[src/rtl/deq_pkg.sv]
`default_nettype none
package deq_pkg;

	// default depth of the circular slot buffer
	localparam int CAPACITY_DEF = 16;

	// field widths
	localparam int CMD_W     = 3;
	localparam int DATA_W    = 32;
	localparam int STATUS_W  = 2;
	localparam int COUNT_W   = 5;
	localparam int M_TDATA_W = 104;

	// command codes (anything else is a status query)
	localparam logic [CMD_W-1:0] CMD_PUSH_LEFT  = 3'd0;
	localparam logic [CMD_W-1:0] CMD_PUSH_RIGHT = 3'd1;
	localparam logic [CMD_W-1:0] CMD_POP_LEFT   = 3'd2;
	localparam logic [CMD_W-1:0] CMD_POP_RIGHT  = 3'd3;

	// status codes
	localparam logic [STATUS_W-1:0] ST_OK        = 2'd0;
	localparam logic [STATUS_W-1:0] ST_UNDERFLOW = 2'd1;
	localparam logic [STATUS_W-1:0] ST_OVERFLOW  = 2'd2;

	typedef enum logic [1:0] {
		S_IDLE,
		S_EXEC,
		S_READ,
		S_DONE
	} state_t;

	// controller to datapath
	typedef struct packed {
		logic load_in;
		logic exec;
		logic capture;
		logic load_out;
	} ctrl_cmd_t;

	// datapath to controller
	typedef struct packed {
		logic pop_ok;
		logic out_free;
	} dp_stat_t;

endpackage
`default_nettype wire

[src/rtl/double_ended_queue.sv]
// Channel  Direction  Handshake                 Payload
// s_       in         s_tvalid / s_tready       tuser: cmd[2:0]; tdata: push_value[31:0]
// m_       out        m_tvalid / m_tready       tuser: status[1:0]; tdata: popped_value,
//                                               entry_count, left_value, right_value, is_empty
//
// A push, query or failed pop passes EXEC then DONE; a successful pop has READ between them:
// the slot store has one registered read port, used once to refetch the new end word.
// One command is in work at a time; the next is taken while a result waits on m_.
// Reset (arst_n low) empties the queue; slot contents are not cleared.
// A stalled m_ side holds the result and blocks the next command at its result stage.
`default_nettype none
module double_ended_queue #(
	parameter int CAPACITY = deq_pkg::CAPACITY_DEF
) (
	input  wire logic                          clk,
	input  wire logic                          arst_n,
	input  wire logic                          s_tvalid,
	output logic                               s_tready,
	// push_value[31:0]
	input  wire logic [deq_pkg::DATA_W-1:0]    s_tdata,
	// cmd[2:0]
	input  wire logic [deq_pkg::CMD_W-1:0]     s_tuser,
	output logic                               m_tvalid,
	input  wire logic                          m_tready,
	// popped_value[31:0], entry_count[36:32], left_value[68:37],
	// right_value[100:69], is_empty[101], zero[103:102]
	output logic      [deq_pkg::M_TDATA_W-1:0] m_tdata,
	// status[1:0]
	output logic      [deq_pkg::STATUS_W-1:0]  m_tuser
);
	import deq_pkg::*;

	ctrl_cmd_t ctl;
	dp_stat_t  stat;

	deq_ctrl u_ctrl (
		.clk      (clk),
		.arst_n   (arst_n),
		.s_tvalid (s_tvalid),
		.s_tready (s_tready),
		.stat     (stat),
		.ctl      (ctl)
	);

	deq_dp #(
		.CAPACITY (CAPACITY)
	) u_dp (
		.clk      (clk),
		.arst_n   (arst_n),
		.ctl      (ctl),
		.stat     (stat),
		.s_tdata  (s_tdata),
		.s_tuser  (s_tuser),
		.m_tvalid (m_tvalid),
		.m_tready (m_tready),
		.m_tdata  (m_tdata),
		.m_tuser  (m_tuser)
	);

endmodule
`default_nettype wire

[src/rtl/deq_ram.sv]
`default_nettype none
module deq_ram #(
	parameter int WIDTH = 32,
	parameter int DEPTH = 16
) (
	input  wire logic                     clk,
	input  wire logic                     we,
	input  wire logic [$clog2(DEPTH)-1:0] waddr,
	input  wire logic [WIDTH-1:0]         wdata,
	input  wire logic                     re,
	input  wire logic [$clog2(DEPTH)-1:0] raddr,
	output logic      [WIDTH-1:0]         rdata
);

	logic [WIDTH-1:0] mem [DEPTH];

	// one write port, one registered read port
	always_ff @(posedge clk) begin
		if (we) begin
			mem[waddr] <= wdata;
		end
		if (re) begin
			rdata <= mem[raddr];
		end
	end

endmodule
`default_nettype wire

[src/rtl/deq_ctrl.sv]
`default_nettype none
module deq_ctrl (
	input  wire logic              clk,
	input  wire logic              arst_n,
	input  wire logic              s_tvalid,
	output logic                   s_tready,
	input  wire deq_pkg::dp_stat_t stat,
	output deq_pkg::ctrl_cmd_t     ctl
);
	import deq_pkg::*;

	state_t state_q;
	state_t state_d;

	// state register
	always_ff @(posedge clk or negedge arst_n) begin
		if (!arst_n) begin
			state_q <= S_IDLE;
		end else begin
			state_q <= state_d;
		end
	end

	// next state and commands
	always_comb begin
		state_d  = state_q;
		ctl      = '0;
		s_tready = 1'b0;
		case (state_q)
			S_IDLE: begin
				s_tready = 1'b1;
				if (s_tvalid) begin
					ctl.load_in = 1'b1;
					state_d     = S_EXEC;
				end
			end
			S_EXEC: begin
				ctl.exec = 1'b1;
				state_d  = stat.pop_ok ? S_READ : S_DONE;
			end
			S_READ: begin
				// refill the end cache from the slot behind the popped one
				ctl.capture = 1'b1;
				state_d     = S_DONE;
			end
			S_DONE: begin
				if (stat.out_free) begin
					ctl.load_out = 1'b1;
					state_d      = S_IDLE;
				end
			end
			default: begin
				state_d = S_IDLE;
			end
		endcase
	end

endmodule
`default_nettype wire

[src/rtl/deq_dp.sv]
`default_nettype none
module deq_dp #(
	parameter int CAPACITY = deq_pkg::CAPACITY_DEF
) (
	input  wire logic                            clk,
	input  wire logic                            arst_n,
	input  wire deq_pkg::ctrl_cmd_t              ctl,
	output deq_pkg::dp_stat_t                    stat,
	input  wire logic [deq_pkg::DATA_W-1:0]      s_tdata,
	input  wire logic [deq_pkg::CMD_W-1:0]       s_tuser,
	output logic                                 m_tvalid,
	input  wire logic                            m_tready,
	output logic      [deq_pkg::M_TDATA_W-1:0]   m_tdata,
	output logic      [deq_pkg::STATUS_W-1:0]    m_tuser
);
	import deq_pkg::*;

	localparam int IW = $clog2(CAPACITY);
	localparam int CW = $clog2(CAPACITY + 1);
	localparam int SW = CW + 1;
	localparam int PAD_W = M_TDATA_W - (3 * DATA_W + COUNT_W + 1);

	// command register
	logic [CMD_W-1:0]    cmd_q;
	logic [DATA_W-1:0]   word_q;

	// queue state and cached end words
	logic [IW-1:0]       left_idx_q;
	logic [CW-1:0]       count_q;
	logic [DATA_W-1:0]   left_val_q;
	logic [DATA_W-1:0]   right_val_q;

	// per-command result
	logic [DATA_W-1:0]   popped_q;
	logic [STATUS_W-1:0] status_q;

	// output register
	logic                out_valid_q;
	logic [M_TDATA_W-1:0] out_data_q;
	logic [STATUS_W-1:0] out_user_q;

	logic                is_push;
	logic                is_pop;
	logic                full;
	logic                empty;
	logic                push_ok;
	logic                pop_ok;
	logic [IW-1:0]       left_dec;
	logic [IW-1:0]       left_inc;
	logic [SW-1:0]       sum_tail;
	logic [IW-1:0]       tail_idx;
	logic [CW-1:0]       count_dec;
	logic [SW-1:0]       sum_rr;
	logic [IW-1:0]       rr_idx;
	logic                ram_we;
	logic [IW-1:0]       ram_waddr;
	logic                ram_re;
	logic [IW-1:0]       ram_raddr;
	logic [DATA_W-1:0]   ram_rdata;
	logic [CW+COUNT_W-1:0] cnt_ext;
	logic                out_empty;

	// command decode and occupancy
	always_comb begin
		is_push = (cmd_q == CMD_PUSH_LEFT) || (cmd_q == CMD_PUSH_RIGHT);
		is_pop  = (cmd_q == CMD_POP_LEFT) || (cmd_q == CMD_POP_RIGHT);
		full    = (count_q == CW'(CAPACITY));
		empty   = (count_q == '0);
		push_ok = is_push && !full;
		pop_ok  = is_pop && !empty;
	end

	// circular index arithmetic, one compare-subtract each
	always_comb begin
		left_dec  = (left_idx_q == '0) ? IW'(CAPACITY - 1) : left_idx_q - 1'b1;
		left_inc  = (left_idx_q == IW'(CAPACITY - 1)) ? '0 : left_idx_q + 1'b1;
		sum_tail  = SW'(left_idx_q) + SW'(count_q);
		tail_idx  = (sum_tail >= SW'(CAPACITY)) ? IW'(sum_tail - SW'(CAPACITY))
			: IW'(sum_tail);
		count_dec = count_q - 1'b1;
		// right end after a right pop; only used when entries remain
		sum_rr    = SW'(left_idx_q) + SW'(count_dec) - SW'(1);
		rr_idx    = (sum_rr >= SW'(CAPACITY)) ? IW'(sum_rr - SW'(CAPACITY))
			: IW'(sum_rr);
	end

	// slot store access
	always_comb begin
		ram_we    = ctl.exec && push_ok;
		ram_waddr = (cmd_q == CMD_PUSH_LEFT) ? left_dec : tail_idx;
		ram_re    = ctl.exec && pop_ok;
		ram_raddr = (cmd_q == CMD_POP_LEFT) ? left_inc : rr_idx;
	end

	deq_ram #(
		.WIDTH (DATA_W),
		.DEPTH (CAPACITY)
	) u_ram (
		.clk   (clk),
		.we    (ram_we),
		.waddr (ram_waddr),
		.wdata (word_q),
		.re    (ram_re),
		.raddr (ram_raddr),
		.rdata (ram_rdata)
	);

	// pointer and count update
	always_ff @(posedge clk or negedge arst_n) begin
		if (!arst_n) begin
			left_idx_q <= '0;
			count_q    <= '0;
		end else if (ctl.exec) begin
			if (push_ok) begin
				count_q <= count_q + 1'b1;
				if (cmd_q == CMD_PUSH_LEFT) begin
					left_idx_q <= left_dec;
				end
			end else if (pop_ok) begin
				count_q <= count_dec;
				if (cmd_q == CMD_POP_LEFT) begin
					left_idx_q <= left_inc;
				end
			end
		end
	end

	// command capture, end caches, result
	always_ff @(posedge clk) begin
		if (ctl.load_in) begin
			cmd_q  <= s_tuser;
			word_q <= s_tdata;
		end
		if (ctl.exec) begin
			popped_q <= '0;
			status_q <= ST_OK;
			if (is_push) begin
				if (full) begin
					status_q <= ST_OVERFLOW;
				end else if (cmd_q == CMD_PUSH_LEFT) begin
					left_val_q <= word_q;
					if (empty) begin
						right_val_q <= word_q;
					end
				end else begin
					right_val_q <= word_q;
					if (empty) begin
						left_val_q <= word_q;
					end
				end
			end else if (is_pop) begin
				if (empty) begin
					status_q <= ST_UNDERFLOW;
				end else begin
					popped_q <= (cmd_q == CMD_POP_LEFT) ? left_val_q : right_val_q;
				end
			end
		end
		if (ctl.capture && (count_q != '0)) begin
			if (cmd_q == CMD_POP_LEFT) begin
				left_val_q <= ram_rdata;
			end else begin
				right_val_q <= ram_rdata;
			end
		end
	end

	// output packing
	always_comb begin
		cnt_ext   = {{COUNT_W{1'b0}}, count_q};
		out_empty = (count_q == '0);
	end

	always_ff @(posedge clk or negedge arst_n) begin
		if (!arst_n) begin
			out_valid_q <= 1'b0;
		end else if (ctl.load_out) begin
			out_valid_q <= 1'b1;
		end else if (m_tready) begin
			out_valid_q <= 1'b0;
		end
	end

	always_ff @(posedge clk) begin
		if (ctl.load_out) begin
			out_user_q <= status_q;
			out_data_q <= {
				{PAD_W{1'b0}},
				out_empty,
				out_empty ? {DATA_W{1'b0}} : right_val_q,
				out_empty ? {DATA_W{1'b0}} : left_val_q,
				cnt_ext[COUNT_W-1:0],
				popped_q
			};
		end
	end

	assign stat.pop_ok   = pop_ok;
	assign stat.out_free = !out_valid_q || m_tready;
	assign m_tvalid      = out_valid_q;
	assign m_tdata       = out_data_q;
	assign m_tuser       = out_user_q;

endmodule
`default_nettype wire

[config.mk]
export PLATFORM = sky130hd
export DESIGN_NAME = double_ended_queue
export DESIGN_NICKNAME = d
export VERILOG_FILES = /design/src/rtl/deq_pkg.sv /design/src/rtl/double_ended_queue.sv /design/src/rtl/deq_ram.sv /design/src/rtl/deq_ctrl.sv /design/src/rtl/deq_dp.sv
export SDC_FILE = /design/constraint.sdc
export NUM_CORES = 1
export LEC_CHECK = 0
export BUFFER_PORTS_ARGS = -buffer_cell sky130_fd_sc_hd__buf_2
export CORE_MARGIN = 2
export CORE_UTILIZATION = 45
export CTS_BUF_LIST = sky130_fd_sc_hd__clkbuf_8
export CTS_CLUSTER_SIZE = 40
export DETAILED_ROUTE_END_ITERATION = 8
export GPL_ROUTABILITY_DRIVEN = 0
export SLEW_MARGIN = 40
export SYNTH_ARGS = -nofsm -noshare
export SYNTH_HDL_FRONTEND = slang
export SYNTH_HIERARCHICAL = 1
export SYNTH_SLANG_ARGS = --single-unit
[constraint.sdc]
create_clock -name clk -period 8.4 [get_ports clk]
set_input_delay 0.42 -clock clk [delete_from_list [all_inputs] [get_ports clk]]
set_output_delay 0.42 -clock clk [all_outputs]
set_load 0.01 [all_outputs]
==> flow_summary.json <==
{
  "vias": 15600,
  "synth_edf_count": 717,
  "setup_tns_ps": 0,
  "arrival_ps": 4770,
  "drtIter0Drc": 1675,
  "async_flop_share_pct": 1.51,
  "numCtsBuffers": 130,
  "wire_per_inst_um": 24.0,
  "post_cts_resized": 0,
  "combPwrFrac_pct": 43.1,
  "clock_skew_ps": 42.0,
  "worstPathCellList": "inv_1 -> ha_1 -> ha_1 -> inv_1 -> ha_1 -> fa_1 -> xnor2_1 -> xnor2_1 -> xor2_1 -> mux2i_1 -> nor2b_2 -> buf_4 -> a22oi_1 -> nand2_1",
  "port_buffers": 144,
  "yosysSeqAreaShare_pct": 76.3,
  "dp_hpwl_um": 36000,
  "power.clock.fraction_pct": 19.1,
  "drcViolationCount": 0,
  "worst_pin_slew_ps": 775,
  "tritoncts": "yes",
  "synth_area_um2": 30300,
  "max_stage_delay_ps": 570,
  "period_minus_slack_ps": 4150,
  "power_frac_seq_pct": 37.9,
  "grt_overflow": 0,
  "die-width_um": 263,
  "grt_pass1_vias": 15800,
  "htreeDepth": 4,
  "clkLatencyLatePin_ps": 780,
  "synth_seq_cells": 793,
  "syn2layout_area_growth_pct": 14.7,
  "layout_commonest_cell": "edfxtp_1",
  "p_int_uw": 9700,
  "p_sw_uw": 5910,
  "pre_cts_ws_ps": 4150,
  "setup_slack_ps": 4250,
  "ant_nets": 0,
  "crit_buf_inv": 3,
  "core_area_um2": 66900,
  "fillers": 5407,
  "cts_root_buffer": "clkbuf_8",
  "first_pass_iters": 5,
  "peakVddDrop_v": 0.00117,
  "power.leakage_uw": 0.0122,
  "fin_crit_sh_pct": 49.4,
  "viasPerCell": 5.47,
  "hold_viol": 0,
  "clk_pin_slew_ps": 70,
  "die_area_um2": 69400,
  "cpMaxStageDelayCell": "dfrtp_1",
  "ys.flop_type": "edfxtp_1",
  "holdWs_ps": 73.3,
  "pwr_density_cell_nw_per_um2": 449,
  "max_freq_mhz": 241,
  "synth_warnings": 6,
  "antenna_found_initial": 1,
  "setup_violations": 0,
  "layout-drive-gt1-share_pct": 25.6,
  "cts_num_sinks": 793,
  "hold_path.class": "in -> async",
  "rsz0062_at_grt": "no",
  "worstSetupEndpointType": "flip-flop",
  "critical-path-top-delay-family": "adder cells",
  "grt_use_total_pct": 20.0,
  "worstPathRequired_ps": 9020,
  "status": "finished clean",
  "drv_cap": 0,
  "post_cts_buffers": 0,
  "drv_slew": 0,
  "initial_core_util_pct": 45.3,
  "critPathKind": "reg -> reg",
  "grt_max_degree": 73,
  "clk_path_buf_depth": 3,
  "chipHeight_um": 263,
  "maxSlewHeadroom_pct": 48.3,
  "wl_um": 68200,
  "worstSetupStartpointType": "flip-flop",
  "cp_common_cell": "ha_1",
  "p_sw_share_pct": 37.9,
  "final_nets": 1939,
  "synth.distinct_cells": 61,
  "avgSynthCellArea_um2": 18.7,
  "crit_fanout": 32,
  "syn_inst": 1622,
  "grt_pass1_wl_um": 101000,
  "final_cell_mix": "717 x edfxtp_1, 144 x buf_2, 138 x clkbuf_8",
  "ios": 147,
  "core.rowCount": 95
}
-- cells by family (layout without fill, tap and decap cells) --
kind of cell,after synthesis,in the layout,share of synthesized area [%]
buffers and inverters,109,458,1.81
muxes,202,202,12.0
adders and majority gates,18,18,0.793
AOI/OAI and AO/OA,183,183,3.86
other,1,3,0.0124
and+or+nand+nor,301,301,4.83
xor gates and xnor gates,15,15,0.434
DFF,793,793,76.3
-- path summary, 6_finish.rpt --
check	endpoint	slack [ps]	startpoint	depth (start not counted)
min reg2reg	u_dp/m_tdata[29]	400	u_dp/popped_q[29]	0
min	u_dp/left_idx_q[0]	70	arst_n	2
max	u_dp/u_ram/rdata[12]	4250	u_dp/count_q[0]	14
max in group asynchronous	u_dp/m_tvalid	8030	arst_n	2
max reg2reg	u_dp/u_ram/rdata[12]	4250	u_dp/count_q[0]	14
min in group clk	u_dp/cmd_q[1]	360	s_tuser[1]	2
-- per-stage QoR --
stage	cells	power (uW)	instance area, um2	util (%)
6_report	2846	15600	34700	51.9
5_1_grt	2846	16500	34700	51.9
4_1_cts	2845	15800	34700	51.9
3_5_place_dp	2585	12800	32100	47.9
3_3_place_gp	2585	12600	32100	47.9
2_1_floorplan	1623	10600	30300	-
-- repair_timing --
| item | in CTS | in global routing |
|---|---|---|
| hold endpoints to repair | 49 | 0 |
| hold buffers | 38 | 0 |
| endpoints found under the setup margin | 0 | 0 |
-- sequential cells by signal (all words and copies together), names as in the netlist --
name and flops:
u_ctrl/state_q 2, u_dp/cmd_q 3, u_dp/count_q 5, u_dp/left_idx_q 4, u_dp/left_val_q 32, u_dp/m_tdata 102
u_dp/m_tuser 2, u_dp/m_tvalid 1, u_dp/popped_q 32, u_dp/right_val_q 32, u_dp/status_q 2, u_dp/u_ram/mem 512
u_dp/u_ram/rdata 32, u_dp/word_q 32
-- metal layers --
layer  up-vias  global-route usage, %  routed length, um
met2       561                   30.2              31100
li1       6894                      -                  -
met5         -                      0                  0
met4         0                   6.39               1300
met3        93                   4.44               4890
met1      8006                   29.0              31000
-- Yosys cell counts (all sizes together) (2+ instances only) --
| library cell | count | area, um2 |
|---|---|---|
| xnor2 | 10 | 87.6 |
| nand3b | 2 | 15.0 |
| and2 | 67 | 419 |
| o21ai | 36 | 180 |
| o2111ai | 2 | 52.6 |
| dfrtp | 12 | 300 |
| edfxtp | 717 | 21500 |
| a21o | 2 | 15.0 |
| nand3 | 6 | 35.0 |
| dfxtp | 64 | 1280 |
| buf | 51 | 322 |
| nand2 | 138 | 518 |
| a22oi | 64 | 480 |
| nor3 | 6 | 35.0 |
| or3b | 2 | 17.5 |
| nand4 | 2 | 12.5 |
| mux2 | 3 | 37.5 |
| mux4 | 128 | 2880 |
| nor2b | 5 | 38.8 |
| fa | 2 | 40.0 |
| or4b | 2 | 23.8 |
| xor2 | 5 | 43.8 |
| o31ai | 2 | 15.0 |
| clkbuf | 41 | 159 |
| nand2b | 7 | 43.8 |
| a21oi | 70 | 350 |
| mux2i | 71 | 711 |
| nor2 | 55 | 223 |
| inv | 16 | 60.1 |
| ha | 16 | 200 |
-- final cells by class --
type / count / area [um2] / share of cell area [%]
Inverter: 17 / 68.8 / 0.198
Sequential cell: 793 / 23100 / 66.5
Timing Repair Buffer: 219 / 1400 / 4.02
Antenna cell: 1 / 2.50 / 0.00720
Clock buffer: 138 / 1900 / 5.47
Tap cell: 873 / 1090 / 3.14
Multi-Input combinational cell: 721 / 6800 / 19.6
Clock inverter: 84 / 370 / 1.07
-- power groups by stage --
stage          logic (uW)  clock network [uW]  registers (uW)
2_1_floorplan        4730                   0            5870
3_3_place_gp         6650                   0            5960
3_5_place_dp         6770                   0            5990
4_1_cts              6790                3060            5910
5_1_grt              7320                3220            5980
6_report             6720                2970            5910
Power figures use the tool's default switching activity.
